## src/rtl/ptd_pkg.sv

```systemverilog
// Shared types and constants for the PMT teletext descriptor parser.
// Depends on nothing; every other file uses it.
`timescale 1ns / 1ps

package ptd_pkg;

    localparam int MAX_SECTION_BYTES = 1024;
    localparam int POS_W             = $clog2(MAX_SECTION_BYTES + 1);
    localparam int CMP_W             = ((POS_W > 13) ? POS_W : 13) + 1;
    localparam int HDR_LEN           = 12;
    localparam int QUEUE_DEPTH       = 2;

    localparam int BYTE_W  = 8;
    localparam int PID_W   = 13;
    localparam int LANG_W  = 24;
    localparam int PTYPE_W = 5;
    localparam int MAG_W   = 3;
    localparam int CNT_W   = 8;
    localparam int SLEN_W  = 10;
    localparam int LEN12_W = 12;

    localparam int CFG_ADDR_W = 3;
    localparam int CFG_DATA_W = 32;
    localparam logic [CFG_ADDR_W-3:0] REG_DECIMAL_PAGE_REMAP = '0;

    localparam logic [POS_W-1:0] POS_SLEN_HI = POS_W'(1);
    localparam logic [POS_W-1:0] POS_SLEN_LO = POS_W'(2);
    localparam logic [POS_W-1:0] POS_CUR     = POS_W'(5);
    localparam logic [POS_W-1:0] POS_PIL_HI  = POS_W'(10);
    localparam logic [POS_W-1:0] POS_PIL_LO  = POS_W'(11);

    localparam logic [2:0] ES_HDR_TYPE    = 3'd0;
    localparam logic [2:0] ES_HDR_PID_HI  = 3'd1;
    localparam logic [2:0] ES_HDR_PID_LO  = 3'd2;
    localparam logic [2:0] ES_HDR_LEN_HI  = 3'd3;
    localparam logic [2:0] ES_HDR_LEN_LO  = 3'd4;
    localparam logic [2:0] ENTRY_HDR_BYTES = 3'd4;

    localparam logic [7:0] TAG_TELETEXT   = 8'h56;
    localparam logic [7:0] TYPE_PRIVATE   = 8'h06;
    localparam logic [7:0] PAGE_REMAP_LO  = 8'h50;
    localparam logic [7:0] PAGE_REMAP_HI  = 8'h59;
    localparam logic [7:0] PAGE_REMAP_OFS = 8'h30;
    localparam logic [7:0] ENTRY_MAX      = 8'hff;

    typedef enum logic [2:0] {
        PH_IDLE,
        PH_HEADER,
        PH_PROG_INFO,
        PH_ES_HDR,
        PH_ES_SKIP,
        PH_DESC_TAG,
        PH_DESC_LEN,
        PH_DESC_BODY
    } t_phase;

    typedef struct packed {
        logic [PID_W-1:0]  pid;
        logic [LANG_W-1:0] lang;
        logic [BYTE_W-1:0] attr_byte;
        logic [BYTE_W-1:0] page;
        logic [CNT_W-1:0]  count;
    } t_entry;

endpackage

```

## src/rtl/ptd_if.sv

```systemverilog
// Handshake interfaces for section bytes in and teletext entries out.
// Depends on ptd_pkg for field widths.
`timescale 1ns / 1ps

interface ptd_byte_if;
    logic                          valid;
    logic                          ready;
    logic [ptd_pkg::BYTE_W-1:0]    section_byte;
    logic                          section_start;

    modport source (output valid, section_byte, section_start, input ready);
    modport sink   (input valid, section_byte, section_start, output ready);
endinterface

interface ptd_result_if;
    logic                          valid;
    logic                          ready;
    logic [ptd_pkg::PID_W-1:0]     stream_pid;
    logic [ptd_pkg::LANG_W-1:0]    language_code;
    logic [ptd_pkg::PTYPE_W-1:0]   page_type;
    logic [ptd_pkg::MAG_W-1:0]     magazine;
    logic [ptd_pkg::BYTE_W-1:0]    page_number;
    logic                          page_was_remapped;
    logic [ptd_pkg::CNT_W-1:0]     entry_count;

    modport source (output valid, stream_pid, language_code, page_type, magazine,
                    page_number, page_was_remapped, entry_count, input ready);
    modport sink   (input valid, stream_pid, language_code, page_type, magazine,
                    page_number, page_was_remapped, entry_count, output ready);
endinterface

```

## src/rtl/pmt_teletext_descriptor_parser.sv

```systemverilog
// Top level: takes one section byte per cycle while the queue has room; a teletext
// entry passes through the queue and the output register to a result beat, held until taken.
// Throughput is one byte per cycle, set by the byte-serial parser; input
// ready drops only while the two-entry queue is full. Synchronous active-low
// reset clears parser state, queue and output valid; the remap register resets to 0.
`timescale 1ns / 1ps

module pmt_teletext_descriptor_parser (
    input  logic                                i_clk,
    input  logic                                i_rst_n,
    ptd_byte_if.sink                            i_byte,
    ptd_result_if.source                        o_result,
    input  logic                                psel,
    input  logic                                penable,
    input  logic                                pwrite,
    input  logic [ptd_pkg::CFG_ADDR_W-1:0]      paddr,
    input  logic [ptd_pkg::CFG_DATA_W-1:0]      pwdata,
    output logic [ptd_pkg::CFG_DATA_W-1:0]      prdata,
    output logic                                pready
);
    import ptd_pkg::*;

    logic     r_remap;
    logic     w_cfg_wr;
    logic     w_reg_sel;
    logic     w_push;
    logic     w_pop;
    logic     w_q_full;
    logic     w_q_empty;
    t_entry   w_front_entry;
    t_entry   w_queue_entry;

    assign pready    = 1'b1;
    assign w_reg_sel = (paddr[CFG_ADDR_W-1:2] == REG_DECIMAL_PAGE_REMAP);
    assign w_cfg_wr  = psel && penable && pwrite && pready;
    assign prdata    = w_reg_sel ? {{(CFG_DATA_W-1){1'b0}}, r_remap} : '0;

    always_ff @(posedge i_clk) begin
        if (!i_rst_n) begin
            r_remap <= 1'b0;
        end else if (w_cfg_wr && w_reg_sel) begin
            r_remap <= pwdata[0];
        end
    end

    ptd_front u_front (
        .i_clk    (i_clk),
        .i_rst_n  (i_rst_n),
        .i_byte   (i_byte),
        .i_q_full (w_q_full),
        .o_push   (w_push),
        .o_entry  (w_front_entry)
    );

    ptd_queue u_queue (
        .i_clk   (i_clk),
        .i_rst_n (i_rst_n),
        .i_push  (w_push),
        .i_entry (w_front_entry),
        .i_pop   (w_pop),
        .o_entry (w_queue_entry),
        .o_full  (w_q_full),
        .o_empty (w_q_empty)
    );

    ptd_back u_back (
        .i_clk     (i_clk),
        .i_rst_n   (i_rst_n),
        .i_remap   (r_remap),
        .i_entry   (w_queue_entry),
        .i_q_empty (w_q_empty),
        .o_pop     (w_pop),
        .o_result  (o_result)
    );

    a_no_push_when_full: assert property (@(posedge i_clk) disable iff (!i_rst_n)
        w_push |-> !w_q_full)
        else $error("entry pushed into a full queue");

    a_remap_needs_enable: assert property (@(posedge i_clk) disable iff (!i_rst_n)
        (o_result.valid && o_result.page_was_remapped) |-> r_remap)
        else $error("page remapped while remap is disabled");

    a_remap_range: assert property (@(posedge i_clk) disable iff (!i_rst_n)
        (o_result.valid && o_result.page_was_remapped) |->
        (o_result.page_number >= PAGE_REMAP_LO + PAGE_REMAP_OFS &&
         o_result.page_number <= PAGE_REMAP_HI + PAGE_REMAP_OFS))
        else $error("remapped page outside the decimal range");

    a_count_nonzero: assert property (@(posedge i_clk) disable iff (!i_rst_n)
        o_result.valid |-> (o_result.entry_count != '0))
        else $error("result beat with zero entry count");

endmodule

```

## src/rtl/ptd_front.sv

```systemverilog
// Byte-serial section parser: walks header, stream loop and descriptors.
// Pushes each complete teletext entry into the queue. Depends on ptd_pkg, ptd_if.
`timescale 1ns / 1ps

module ptd_front (
    input  logic              i_clk,
    input  logic              i_rst_n,
    ptd_byte_if.sink          i_byte,
    input  logic              i_q_full,
    output logic              o_push,
    output ptd_pkg::t_entry   o_entry
);
    import ptd_pkg::*;

    t_phase                r_phase, n_phase;
    logic [POS_W-1:0]      r_pos, n_pos;
    logic [SLEN_W-1:0]     r_slen, n_slen;
    logic [LEN12_W-1:0]    r_pil, n_pil;
    logic                  r_cur, n_cur;
    logic [2:0]            r_pcnt, n_pcnt;
    logic [BYTE_W-1:0]     r_stype, n_stype;
    logic [PID_W-1:0]      r_pid, n_pid;
    logic [LEN12_W-1:0]    r_esrem, n_esrem;
    logic [BYTE_W-1:0]     r_dtag, n_dtag;
    logic [BYTE_W-1:0]     r_drem, n_drem;
    logic [31:0]           r_ebytes, n_ebytes;
    logic [CNT_W-1:0]      r_entries, n_entries;

    logic                  w_acc;
    logic [BYTE_W-1:0]     w_b;
    logic [POS_W-1:0]      w_pos_inc;
    logic                  w_over;
    logic                  w_end;
    logic                  w_pil_done;
    logic [LEN12_W-1:0]    w_pil_full;
    logic [LEN12_W-1:0]    w_esrem_full;
    logic [LEN12_W-1:0]    w_esrem_dec;
    logic [BYTE_W-1:0]     w_drem_dec;
    logic                  w_es_zero;
    logic                  w_ttx_emit;
    logic [CNT_W-1:0]      w_entries_inc;

    assign i_byte.ready  = !i_q_full;
    assign w_acc         = i_byte.valid && i_byte.ready;
    assign w_b           = i_byte.section_byte;
    assign w_pos_inc     = r_pos + 1'b1;
    assign w_over        = w_pos_inc >= POS_W'(MAX_SECTION_BYTES);
    assign w_end         = (CMP_W'(w_pos_inc) + CMP_W'(1)) >= CMP_W'(r_slen);
    assign w_pil_done    = (CMP_W'(w_pos_inc) + CMP_W'(1)) >=
                           (CMP_W'(HDR_LEN) + CMP_W'(r_pil));
    assign w_pil_full    = {r_pil[11:8], w_b};
    assign w_esrem_full  = {r_esrem[11:8], w_b};
    assign w_esrem_dec   = r_esrem - 1'b1;
    assign w_drem_dec    = r_drem - 1'b1;
    assign w_es_zero     = (w_esrem_dec == '0);
    assign w_ttx_emit    = (r_dtag == TAG_TELETEXT) && (r_pcnt >= ENTRY_HDR_BYTES);
    assign w_entries_inc = (r_entries != ENTRY_MAX) ? r_entries + 1'b1 : r_entries;

    always_comb begin
        n_phase = r_phase;
        if (w_acc) begin
            priority if (i_byte.section_start) begin
                n_phase = PH_HEADER;
            end else if (r_phase == PH_IDLE) begin
                n_phase = PH_IDLE;
            end else if (w_over) begin
                n_phase = PH_IDLE;
            end else if (r_phase == PH_HEADER) begin
                if (r_pos + 1'b1 == POS_PIL_LO) begin
                    priority if (!r_cur) begin
                        n_phase = PH_IDLE;
                    end else if (w_pil_full != '0) begin
                        n_phase = PH_PROG_INFO;
                    end else begin
                        n_phase = PH_ES_HDR;
                    end
                end
            end else if (w_end) begin
                n_phase = PH_IDLE;
            end else begin
                unique case (r_phase)
                    PH_PROG_INFO: begin
                        if (w_pil_done) n_phase = PH_ES_HDR;
                    end
                    PH_ES_HDR: begin
                        if (r_pcnt >= ES_HDR_LEN_LO) begin
                            priority if (w_esrem_full == '0) begin
                                n_phase = PH_ES_HDR;
                            end else if (r_stype == TYPE_PRIVATE) begin
                                n_phase = PH_DESC_TAG;
                            end else begin
                                n_phase = PH_ES_SKIP;
                            end
                        end
                    end
                    PH_ES_SKIP: begin
                        if (w_es_zero) n_phase = PH_ES_HDR;
                    end
                    PH_DESC_TAG: begin
                        n_phase = w_es_zero ? PH_ES_HDR : PH_DESC_LEN;
                    end
                    PH_DESC_LEN: begin
                        priority if (w_es_zero) begin
                            n_phase = PH_ES_HDR;
                        end else if (w_b == '0) begin
                            n_phase = PH_DESC_TAG;
                        end else begin
                            n_phase = PH_DESC_BODY;
                        end
                    end
                    PH_DESC_BODY: begin
                        priority if (w_es_zero) begin
                            n_phase = PH_ES_HDR;
                        end else if (w_drem_dec == '0) begin
                            n_phase = PH_DESC_TAG;
                        end else begin
                            n_phase = PH_DESC_BODY;
                        end
                    end
                    PH_IDLE, PH_HEADER: begin
                        n_phase = PH_IDLE;
                    end
                endcase
            end
        end
    end

    always_comb begin
        n_pos     = r_pos;
        n_slen    = r_slen;
        n_pil     = r_pil;
        n_cur     = r_cur;
        n_pcnt    = r_pcnt;
        n_stype   = r_stype;
        n_pid     = r_pid;
        n_esrem   = r_esrem;
        n_dtag    = r_dtag;
        n_drem    = r_drem;
        n_ebytes  = r_ebytes;
        n_entries = r_entries;
        o_push    = 1'b0;
        o_entry   = '{pid: r_pid, lang: r_ebytes[31:8], attr_byte: r_ebytes[7:0],
                      page: w_b, count: w_entries_inc};
        if (w_acc) begin
            priority if (i_byte.section_start) begin
                n_pos     = '0;
                n_slen    = '0;
                n_pil     = '0;
                n_cur     = 1'b0;
                n_pcnt    = '0;
                n_entries = '0;
            end else if (r_phase == PH_IDLE) begin
                n_pos = r_pos;
            end else if (w_over) begin
                n_pos = POS_W'(MAX_SECTION_BYTES);
            end else if (r_phase == PH_HEADER) begin
                n_pos = w_pos_inc;
                priority if (w_pos_inc == POS_SLEN_HI) begin
                    n_slen = {w_b[1:0], 8'h00};
                end else if (w_pos_inc == POS_SLEN_LO) begin
                    n_slen = {r_slen[9:8], w_b};
                end else if (w_pos_inc == POS_CUR) begin
                    n_cur = w_b[0];
                end else if (w_pos_inc == POS_PIL_HI) begin
                    n_pil = {w_b[3:0], 8'h00};
                end else if (w_pos_inc == POS_PIL_LO) begin
                    n_pil  = w_pil_full;
                    n_pcnt = '0;
                end else begin
                    n_pos = w_pos_inc;
                end
            end else begin
                n_pos = w_pos_inc;
                if (!w_end) begin
                    unique case (r_phase)
                        PH_PROG_INFO: begin
                            if (w_pil_done) n_pcnt = '0;
                        end
                        PH_ES_HDR: begin
                            priority if (r_pcnt == ES_HDR_TYPE) begin
                                n_stype = w_b;
                                n_pcnt  = r_pcnt + 1'b1;
                            end else if (r_pcnt == ES_HDR_PID_HI) begin
                                n_pid  = {w_b[4:0], 8'h00};
                                n_pcnt = r_pcnt + 1'b1;
                            end else if (r_pcnt == ES_HDR_PID_LO) begin
                                n_pid  = {r_pid[12:8], w_b};
                                n_pcnt = r_pcnt + 1'b1;
                            end else if (r_pcnt == ES_HDR_LEN_HI) begin
                                n_esrem = {w_b[3:0], 8'h00};
                                n_pcnt  = r_pcnt + 1'b1;
                            end else begin
                                n_esrem = w_esrem_full;
                                n_pcnt  = '0;
                            end
                        end
                        PH_ES_SKIP: begin
                            n_esrem = w_esrem_dec;
                            if (w_es_zero) n_pcnt = '0;
                        end
                        PH_DESC_TAG: begin
                            n_dtag  = w_b;
                            n_esrem = w_esrem_dec;
                            if (w_es_zero) n_pcnt = '0;
                        end
                        PH_DESC_LEN: begin
                            n_drem   = w_b;
                            n_pcnt   = '0;
                            n_ebytes = '0;
                            n_esrem  = w_esrem_dec;
                        end
                        PH_DESC_BODY: begin
                            n_esrem = w_esrem_dec;
                            n_drem  = w_drem_dec;
                            if (r_dtag == TAG_TELETEXT) begin
                                if (w_ttx_emit) begin
                                    o_push    = 1'b1;
                                    n_entries = w_entries_inc;
                                    n_pcnt    = '0;
                                    n_ebytes  = '0;
                                end else begin
                                    n_ebytes = {r_ebytes[23:0], w_b};
                                    n_pcnt   = r_pcnt + 1'b1;
                                end
                            end
                            if (w_es_zero) n_pcnt = '0;
                        end
                        PH_IDLE, PH_HEADER: begin
                            n_pcnt = r_pcnt;
                        end
                    endcase
                end
            end
        end
    end

    always_ff @(posedge i_clk) begin
        if (!i_rst_n) begin
            r_phase   <= PH_IDLE;
            r_pos     <= '0;
            r_cur     <= 1'b0;
            r_pcnt    <= '0;
            r_entries <= '0;
        end else begin
            r_phase   <= n_phase;
            r_pos     <= n_pos;
            r_cur     <= n_cur;
            r_pcnt    <= n_pcnt;
            r_entries <= n_entries;
        end
    end

    always_ff @(posedge i_clk) begin
        r_slen   <= n_slen;
        r_pil    <= n_pil;
        r_stype  <= n_stype;
        r_pid    <= n_pid;
        r_esrem  <= n_esrem;
        r_dtag   <= n_dtag;
        r_drem   <= n_drem;
        r_ebytes <= n_ebytes;
    end

endmodule

```

## src/rtl/ptd_queue.sv

```systemverilog
// Short FIFO of parsed entries between the parser and the output stage.
// Depends on ptd_pkg for the entry type and depth.
`timescale 1ns / 1ps

module ptd_queue (
    input  logic              i_clk,
    input  logic              i_rst_n,
    input  logic              i_push,
    input  ptd_pkg::t_entry   i_entry,
    input  logic              i_pop,
    output ptd_pkg::t_entry   o_entry,
    output logic              o_full,
    output logic              o_empty
);
    import ptd_pkg::*;

    localparam int PTR_W = $clog2(QUEUE_DEPTH);
    localparam int OCC_W = $clog2(QUEUE_DEPTH + 1);

    t_entry             r_slot [QUEUE_DEPTH];
    logic [PTR_W-1:0]   r_wr, n_wr;
    logic [PTR_W-1:0]   r_rd, n_rd;
    logic [OCC_W-1:0]   r_occ, n_occ;
    logic               w_push;
    logic               w_pop;

    assign o_full  = (r_occ == OCC_W'(QUEUE_DEPTH));
    assign o_empty = (r_occ == '0);
    assign o_entry = r_slot[r_rd];
    assign w_push  = i_push && !o_full;
    assign w_pop   = i_pop && !o_empty;

    always_comb begin
        n_wr  = w_push ? r_wr + 1'b1 : r_wr;
        n_rd  = w_pop ? r_rd + 1'b1 : r_rd;
        n_occ = r_occ;
        if (w_push && !w_pop) n_occ = r_occ + 1'b1;
        if (w_pop && !w_push) n_occ = r_occ - 1'b1;
    end

    always_ff @(posedge i_clk) begin
        if (!i_rst_n) begin
            r_wr  <= '0;
            r_rd  <= '0;
            r_occ <= '0;
        end else begin
            r_wr  <= n_wr;
            r_rd  <= n_rd;
            r_occ <= n_occ;
        end
    end

    always_ff @(posedge i_clk) begin
        if (w_push) begin
            r_slot[r_wr] <= i_entry;
        end
    end

endmodule

```

## src/rtl/ptd_back.sv

```systemverilog
// Output stage: applies the decimal page remap and holds the result beat.
// Depends on ptd_pkg and ptd_if.
`timescale 1ns / 1ps

module ptd_back (
    input  logic              i_clk,
    input  logic              i_rst_n,
    input  logic              i_remap,
    input  ptd_pkg::t_entry   i_entry,
    input  logic              i_q_empty,
    output logic              o_pop,
    ptd_result_if.source      o_result
);
    import ptd_pkg::*;

    logic                  r_valid, n_valid;
    logic [PID_W-1:0]      r_pid;
    logic [LANG_W-1:0]     r_lang;
    logic [BYTE_W-1:0]     r_attr_byte;
    logic [BYTE_W-1:0]     r_page;
    logic                  r_remapped;
    logic [CNT_W-1:0]      r_count;
    logic                  w_hit;

    assign o_pop   = !i_q_empty && (!r_valid || o_result.ready);
    assign w_hit   = i_remap && (i_entry.page >= PAGE_REMAP_LO) &&
                     (i_entry.page <= PAGE_REMAP_HI);
    assign n_valid = o_pop || (r_valid && !o_result.ready);

    always_ff @(posedge i_clk) begin
        if (!i_rst_n) begin
            r_valid <= 1'b0;
        end else begin
            r_valid <= n_valid;
        end
    end

    always_ff @(posedge i_clk) begin
        if (o_pop) begin
            r_pid       <= i_entry.pid;
            r_lang      <= i_entry.lang;
            r_attr_byte <= i_entry.attr_byte;
            r_page      <= w_hit ? i_entry.page + PAGE_REMAP_OFS : i_entry.page;
            r_remapped  <= w_hit;
            r_count     <= i_entry.count;
        end
    end

    assign o_result.valid             = r_valid;
    assign o_result.stream_pid        = r_pid;
    assign o_result.language_code     = r_lang;
    assign o_result.page_type         = r_attr_byte[7:3];
    assign o_result.magazine          = r_attr_byte[2:0];
    assign o_result.page_number       = r_page;
    assign o_result.page_was_remapped = r_remapped;
    assign o_result.entry_count       = r_count;

endmodule

```

## src/flat_wrapper.sv

```systemverilog
// flat-port wrapper written by rule: the top's interface ports become plain ports
module pmt_teletext_descriptor_parser_flat import ptd_pkg::*;
  (i_clk, i_rst_n, psel, penable, pwrite, paddr, pwdata, prdata, pready, i_byte_valid, i_byte_section_byte, i_byte_section_start, i_byte_ready, o_result_valid, o_result_stream_pid, o_result_language_code, o_result_page_type, o_result_magazine, o_result_page_number, o_result_page_was_remapped, o_result_entry_count, o_result_ready);
  ptd_byte_if i_byte_i ();
  ptd_result_if o_result_i ();
  input  logic i_clk;
  input  logic i_rst_n;
  input  logic psel;
  input  logic penable;
  input  logic pwrite;
  input  logic [ptd_pkg::CFG_ADDR_W-1:0] paddr;
  input  logic [ptd_pkg::CFG_DATA_W-1:0] pwdata;
  output logic [ptd_pkg::CFG_DATA_W-1:0] prdata;
  output logic pready;
  input wire logic [$bits(i_byte_i.valid)-1:0] i_byte_valid;
  input wire logic [$bits(i_byte_i.section_byte)-1:0] i_byte_section_byte;
  input wire logic [$bits(i_byte_i.section_start)-1:0] i_byte_section_start;
  output wire logic [$bits(i_byte_i.ready)-1:0] i_byte_ready;
  output wire logic [$bits(o_result_i.valid)-1:0] o_result_valid;
  output wire logic [$bits(o_result_i.stream_pid)-1:0] o_result_stream_pid;
  output wire logic [$bits(o_result_i.language_code)-1:0] o_result_language_code;
  output wire logic [$bits(o_result_i.page_type)-1:0] o_result_page_type;
  output wire logic [$bits(o_result_i.magazine)-1:0] o_result_magazine;
  output wire logic [$bits(o_result_i.page_number)-1:0] o_result_page_number;
  output wire logic [$bits(o_result_i.page_was_remapped)-1:0] o_result_page_was_remapped;
  output wire logic [$bits(o_result_i.entry_count)-1:0] o_result_entry_count;
  input wire logic [$bits(o_result_i.ready)-1:0] o_result_ready;
  assign i_byte_i.valid = i_byte_valid;
  assign i_byte_i.section_byte = i_byte_section_byte;
  assign i_byte_i.section_start = i_byte_section_start;
  assign i_byte_ready = i_byte_i.ready;
  assign o_result_valid = o_result_i.valid;
  assign o_result_stream_pid = o_result_i.stream_pid;
  assign o_result_language_code = o_result_i.language_code;
  assign o_result_page_type = o_result_i.page_type;
  assign o_result_magazine = o_result_i.magazine;
  assign o_result_page_number = o_result_i.page_number;
  assign o_result_page_was_remapped = o_result_i.page_was_remapped;
  assign o_result_entry_count = o_result_i.entry_count;
  assign o_result_i.ready = o_result_ready;
  pmt_teletext_descriptor_parser u_core (.i_clk(i_clk), .i_rst_n(i_rst_n), .i_byte(i_byte_i), .o_result(o_result_i), .psel(psel), .penable(penable), .pwrite(pwrite), .paddr(paddr), .pwdata(pwdata), .prdata(prdata), .pready(pready));
endmodule
```

## config.mk

```make
export PLATFORM = sky130hd
export DESIGN_NAME = pmt_teletext_descriptor_parser_flat
export DESIGN_NICKNAME = d
export VERILOG_FILES = /design/src/rtl/ptd_pkg.sv /design/src/rtl/ptd_if.sv /design/src/rtl/pmt_teletext_descriptor_parser.sv /design/src/rtl/ptd_front.sv /design/src/rtl/ptd_queue.sv /design/src/rtl/ptd_back.sv /design/src/flat_wrapper.sv
export SDC_FILE = /design/constraint.sdc
export NUM_CORES = 1
export LEC_CHECK = 0
export BUFFER_PORTS_ARGS = -buffer_cell sky130_fd_sc_hd__buf_2
export CAP_MARGIN = 20
export CORE_MARGIN = 4
export CORE_UTILIZATION = 30
export CTS_CLUSTER_DIAMETER = 200
export DETAILED_ROUTE_END_ITERATION = 10
export SETUP_SLACK_MARGIN = 0.02
export SYNTH_ARGS = -nofsm -noshare
export SYNTH_HDL_FRONTEND = slang
export SYNTH_SLANG_ARGS = --single-unit
```

## constraint.sdc

```tcl
create_clock -name i_clk -period 7.1 [get_ports i_clk]
set_clock_uncertainty 0.2 [all_clocks]
set_input_delay 0.71 -clock i_clk [delete_from_list [all_inputs] [get_ports i_clk]]
set_output_delay 0.71 -clock i_clk [all_outputs]
set_load 0.005 [all_outputs]
```

After elaboration in Yosys (flattened, before gate mapping)
Memory sizes are Yosys's and may differ from the RTL's. A register that Yosys moved wholly into a read port is not among the register bits.
Cells that the tools add are included.
{"block": "totals", "elab_cells": 260, "mem_count": 1, "ram_bits": 122, "output_inout_bits": 97, "in_bits": 51, "ff_bits": 197}
{"block": "classes", "n_reduce_logical": 62, "order_cmp": 6, "eq_ne": 45, "n_mux": 99, "add_sub_neg": 12, "n_bitwise": 7}
{"memory": "u_core.u_queue.r_slot", "words": 2, "word_bits": 61, "rd": 1, "rd_ports_with_merged_regs": 1, "wr": 1, "line": "ptd_queue.sv:20", "source": "t_entry r_slot [QUEUE_DEPTH];"}
{"op": "12-bit two-way mux", "count": 11}
{"op": "8-bit two-way mux", "count": 13}
{"op": "3-bit two-way mux", "count": 32}
{"op": "32-bit two-way mux", "count": 2}
{"op": "32-bit case mux with 2 select lines", "count": 1}
{"op": "10-bit two-way mux", "count": 4}
{"op": "8-bit AND reduction", "count": 5}
{"op": "11-bit two-way mux", "count": 3}
{"op": "12-bit zero test", "count": 2}
{"op": "2-bit inequality test (second input constant)", "count": 12}
{"op": "12-bit case mux with 2 select lines", "count": 1}
{"op": "1-bit two-way mux", "count": 23}
{"op": "11-bit by 4-bit equality test with 1-bit output (second input constant)", "count": 2}
{"op": "2-bit nonzero test", "count": 11}
{"op": "7-bit inequality test (second input constant)", "count": 3}
{"op": "3-bit case mux with 7 select lines", "count": 1}
{"op": "7-bit AND reduction", "count": 3}
{"op": "9-bit AND reduction", "count": 2}
{"op": "8-bit zero test", "count": 2}
{"op": "8-bit case mux with 2 select lines", "count": 1}
{"op": "3-bit inequality test (second input constant)", "count": 5}
{"op": "3-bit case mux with 5 select lines", "count": 1}
{"op": "5-bit AND reduction", "count": 3}
{"op": "14-bit by 10-bit greater-or-equal comparator with 1-bit output", "count": 1}
{"op": "other kinds (47)", "count": 87}

Depth between registers and ports, before layout
{"block": "depth", "depth_word": 15, "mapped_depth": 19, "mapped_depth_nobuf": 18}

Hierarchy
From an unflattened synthesis, not the netlist that was laid out.
{"block": "hier_totals", "cells_unflattened": 1098, "area_unflattened_um2": 14617.8}
{"mod": "ptd_front", "seq_area_each_um2": 3613.5, "cells_each": 756, "instances": 1, "area_each_um2": 7609.8}
{"mod": "ptd_queue", "seq_area_each_um2": 3763.6, "cells_each": 216, "instances": 1, "area_each_um2": 4620.7}
{"mod": "ptd_back", "seq_area_each_um2": 1881.8, "cells_each": 86, "instances": 1, "area_each_um2": 2072.0}
{"mod": "pmt_teletext_descriptor_parser", "seq_area_each_um2": 20.0, "cells_each": 40, "instances": 1, "area_each_um2": 315.3}

Worst setup path after synthesis
OpenSTA, ideal clock, no wires.
{"block": "synth_path", "path_type": "flip-flop to flip-flop", "startpoint": "register u_core.u_front.r_pos[0]", "endpoint": "memory u_core.u_queue.r_slot[0][0] (netlist name) (enable)", "path_stages_with_launch": 17, "period_less_slack_ps": 6274, "arrival_time_ps": 5594, "required_ps": 6420, "setup_ps": 480, "n_path_buf": 1, "path_slack_ps": 826, "path_cell_list": "dfxtp_1 -> buf_2 -> inv_1 -> ha_1 -> and3_1 -> and3_1 -> nand2b_1 -> xnor2_1 -> ha_1 -> a211oi_1 -> nand2_1 -> a211o_1 -> a21oi_1 -> nand3_1 -> nor2_1 -> nand3_1 -> nor2_1"}
{"block": "synth_via", "elab_chain_len": 12, "word_cells_on_any_way": 13, "cone_classes": "add/sub (2); order compare (2); mux (8); reduce/logical (1)"}
{"item": "start, declared", "line": "ptd_front.sv:16", "source": "logic [POS_W-1:0] r_pos, n_pos;"}
{"item": "start signal, assigned", "line": "ptd_front.sv:246", "source": "r_pos <= n_pos;"}
{"item": "11-bit by 1-bit adder with 11-bit output (*)", "line": "ptd_front.sv:46", "source": "assign w_pos_inc = r_pos + 1'b1;"}
{"item": "11-bit by 1-bit adder with 12-bit output", "line": "ptd_front.sv:48", "source": "assign w_end = (CMP_W'(w_pos_inc) + CMP_W'(1)) >= CMP_W'(r_slen);"}
{"item": "14-bit by 10-bit greater-or-equal comparator with 1-bit output", "line": "ptd_front.sv:48"}
{"item": "1-bit two-way mux", "line": "ptd_front.sv:174", "source": "if (!w_end) begin"}
{"item": "1-bit two-way mux", "line": "ptd_front.sv:156", "source": "end else if (r_phase == PH_HEADER) begin"}
{"item": "1-bit two-way mux (*)", "line": "ptd_front.sv:154", "source": "end else if (w_over) begin"}
{"item": "1-bit two-way mux (*)", "line": "ptd_front.sv:152", "source": "end else if (r_phase == PH_IDLE) begin"}
{"item": "1-bit two-way mux (*)", "line": "ptd_front.sv:145", "source": "priority if (i_byte.section_start) begin"}
{"item": "1-bit two-way mux (*)", "line": "ptd_front.sv:144", "source": "if (w_acc) begin"}
{"item": "1-bit logical AND (*)", "line": "ptd_queue.sv:30", "source": "assign w_push = i_push && !o_full;"}
{"item": "1-bit two-way mux (*)", "line": "ptd_queue.sv:54", "source": "if (w_push) begin"}
{"item": "1-bit two-way mux (not written as such) (*)", "line": "ptd_queue.sv:55", "source": "r_slot[r_wr] <= i_entry;"}
{"item": "end, declared", "line": "ptd_queue.sv:20"}
Mark *: on every way between the ends. The rest lies on a longest branch, timed or not.

Worst setup path in the final report
{"block": "layout_path", "startpoint": "register u_core.u_front.r_pos[1]", "endpoint": "register u_core.u_front.r_ebytes[27] (enable)"}
{"block": "layout_via", "elab_chain_len": 5, "word_cells_on_any_way": 7, "cone_classes": "add/sub (2); order compare (2); bitwise (2); reduce/logical (1)"}
{"item": "11-bit by 1-bit adder with 11-bit output (*)", "line": "ptd_front.sv:46"}
{"item": "11-bit by 1-bit adder with 12-bit output", "line": "ptd_front.sv:48"}
{"item": "14-bit by 10-bit greater-or-equal comparator with 1-bit output", "line": "ptd_front.sv:48"}
{"item": "1-bit inverter (no source line)"}
{"item": "8-bit AND reduction (no source line) (*)"}
{"item": "end signal, assigned", "line": "ptd_front.sv:261", "source": "r_ebytes <= n_ebytes;"}
{"item": "end, declared", "line": "ptd_front.sv:26", "source": "logic [31:0] r_ebytes, n_ebytes;"}
Marks and branches as above.
A chain may end at the register's enable or synchronous reset.

==> results.yml <==
sta:
  post-route-period-util_pct: 83.78
  hold_violations: 0
  tightest_slew_ns: 1.030
  hold-worst-slack_ns: 0.2431
  drv_slew: 0
  tns_ns: 0
  relSlewSlack_pct: 30.82
  setup_viol: 0
  grt_setup_unrepaired: "no"
  period_minus_slack_ns: 5.948
  fmax_mhz: 168.1
clock_network:
  cts.sinks: 320
  post_cts_buffers: 0
  root_buffer: "clkbuf_16"
  cts_buffer_depth: 3
  post_cts_resized: 0
  cts_tree: "done"
  numCtsBuffers: 36
  cts-htree-levels: 2
  cts_hold_buf: 0
  clk_pin_slew_ns: 0.06
  clk_latency_ns: 0.55
yosys:
  async_reset_ff_share_pct: 0
  synth_flop_cell: "edfxtp_1"
  synth_top_area_share_pct: 60.15
  seq_area_frac_synth_pct: 64.76
  synth_area_leaders: "edfxtp_1 (60%), mux2_2 (4.6%), dfxtp_1 (4.6%)"
  ys_types: 70
  synth.avg_cell_area_sq_um: 13.21
  syn-cell-area_sq_um: 14330
  synth_edf_count: 287
  synth_seq_cells: 320
  syn_inst: 1085
  yosysWarnings: 0
  synth_top_area_cell: "edfxtp_1"
pwr:
  cellLeakagePower_nw: 5.928
  powerDensity_nw_per_um2: 259.0
  irDropWorstVdd_uv: 148.2
  total_power_mw: 4.252
critical_path:
  critPathRequiredTime_ns: 7.09
  reg2reg_from: "u_core.u_front.r_pos[1]"
  critPathLaunchType: "register"
  arrival_ns: 5.94
  crit_start: "u_core.u_front.r_pos[1]"
  worstPathMaxFanout: 32
  cp-end-kind: "register"
  crit_type: "reg -> reg"
place:
  place_congestion: 0.8306
  port-buffer-count: 82
  dpl.hpwl_mm: 19.61
drt:
  drt-total-wl_mm: 30.66
  via_count: 8621
  wire_per_inst_um: 16.99
  drc: 0
  drt-initial-drc-count: 642
  antenna_left: 0
  vias_per_cell: 4.779
  drt_first_pass_iters: 5
global_route:
  top_usage_layer: "met2"
  use_met3_pct: 2.706
  grt-ovfl-total: 0
  use_met1_pct: 15.91
  grt_pass1_wl_mm: 47.29
  grt_pass1_vias: 8474
  grtUsageTotal_pct: 11.66
  use_met2_pct: 18.45
  antenna_found_initial: 1
  grt_max_degree: 65
cells_and_area:
  layout.nets: 1262
  final_common_cell: "edfxtp_1"
  syn_to_final_growth_pct: 14.56
  final_util_pct: 35.03
  mostFrequentLayoutCells: "edfxtp_1 (287), buf_2 (82), nand2_1 (81), nor2_1 (72), mux2_2 (59)"
  drive_gt1_share_pct: 18.39
die:
  io_pins: 148
  rows: 79
  start_util_pct: 30.58
  die_w_um: 226.5
  die_h_um: 226.5
  fp.dieArea_sq_um: 51320
  core-area_sq_um: 46850
job:
  maxCapViolCount: 0
min_path:
  holdCritStartpoint: "u_core.u_front.r_ebytes[31]"
  hold_path_class: "reg -> reg"
status:
  status: "finished, final reports clean"
-- synth_stat cells (6+ instances only) --
library cell,number
mux2i_1,9
nor2_1,75
nand4_1,10
mux2_2,59
nor2b_1,20
a31oi_1,6
a22o_1,12
o21ai_0,38
xor2_1,22
nor4_1,9
and3_1,27
a21oi_1,30
xnor2_1,26
nand3_1,29
dfxtp_1,33
nor3_1,25
inv_1,35
buf_4,37
edfxtp_1,287
or3_1,6
clkbuf_1,29
and2_1,42
ha_1,41
nand2_1,81
o21ai_1,6
-- power by group --
group / switching (mW) / internal [mW] / leakage (nW)
Combinational: 0.202 / 0.115 / 2.40
Clock: 0.754 / 1.01 / 0.555
Sequential: 0.0407 / 2.13 / 2.97
Total: 0.997 / 3.25 / 5.93
-- state kept, by name, summed over array words and instances, names as in the netlist, 10 cells and up, named ones only --
name                                  flops
u_core.u_front.r_pos                     11
u_core.u_front.r_esrem                   12
u_core.u_front.r_slen                    10
u_core.u_back.o_result.stream_pid        13
u_core.u_front.r_pid                     13
u_core.u_queue.r_slot                   122
u_core.u_front.r_ebytes                  32
u_core.u_front.r_pil                     12
u_core.u_back.o_result.language_code     24
-- cells by family after synthesis --
| family | count (synthesis) | synth area share (%) |
|---|---|---|
| AND/OR/NAND/NOR | 358 | 13.12 |
| flip-flops | 320 | 64.76 |
| AO/OA/AOI/OAI | 140 | 6.322 |
| buffers and inverters | 107 | 3.860 |
| multiplexers | 68 | 5.266 |
| XOR/XNOR | 49 | 3.048 |
| adder cells (fa/ha/maj) | 41 | 3.580 |
| other | 2 | 0.05241 |
-- routing by layer --
layer	vias to the layer above	wire (um)
li1	4124	-
met1	4216	14100
met2	223	14040
met3	58	1667
met4	0	852
met5	-	0
-- final cells by class --
class	instances	area, sq um
flip-flops and latches	320	9280
diodes	1	2.502
clock buffers	37	904.6
inverters	35	131.4
multi-input cells	688	4643
clock inverters	27	217.7
well taps	607	759.5
repair buffers	89	475.5
fillers	4590	30440
-- critical path: stages, from the launching register on --
cell      delay, ns
dfxtp_1        0.55
ha_1           0.38
xor2_1         0.35
and3_1         0.25
and3_1         0.20
nand2b_1       0.11
xnor2_1        0.31
ha_1           0.33
a211oi_1       0.24
nand2_1        0.09
a211o_1        0.31
a21oi_1        0.27
nand3_1        0.18
or3_1          0.54
nor2_1         0.66
o21a_1         0.22
buf_4          0.39
-- through the flow --
| step | std cells | setup slack [ns] | cell area (sq um) |
|---|---|---|---|
| 5_1_grt | 1803 | 0.7518 | 16410 |
| 3_5_place_dp | 1739 | 1.201 | 15290 |
| 6_report | 1804 | 1.152 | 16410 |
| 3_3_place_gp | 1739 | 1.247 | 15290 |
| 2_1_floorplan | 1115 | 0.8260 | 14440 |
| 4_1_cts | 1803 | 1.140 | 16410 |
-- final timing paths --
path,slack [ns],depth (start not counted),endpoint
min,0.24,0,u_core.u_queue.r_slot[1][47]
min reg2reg,0.24,0,u_core.u_queue.r_slot[1][47]
max,1.15,16,u_core.u_front.r_ebytes[27]
max reg2reg,1.15,16,u_core.u_front.r_ebytes[27]
No activity file was read; power rests on OpenSTA's default activity.
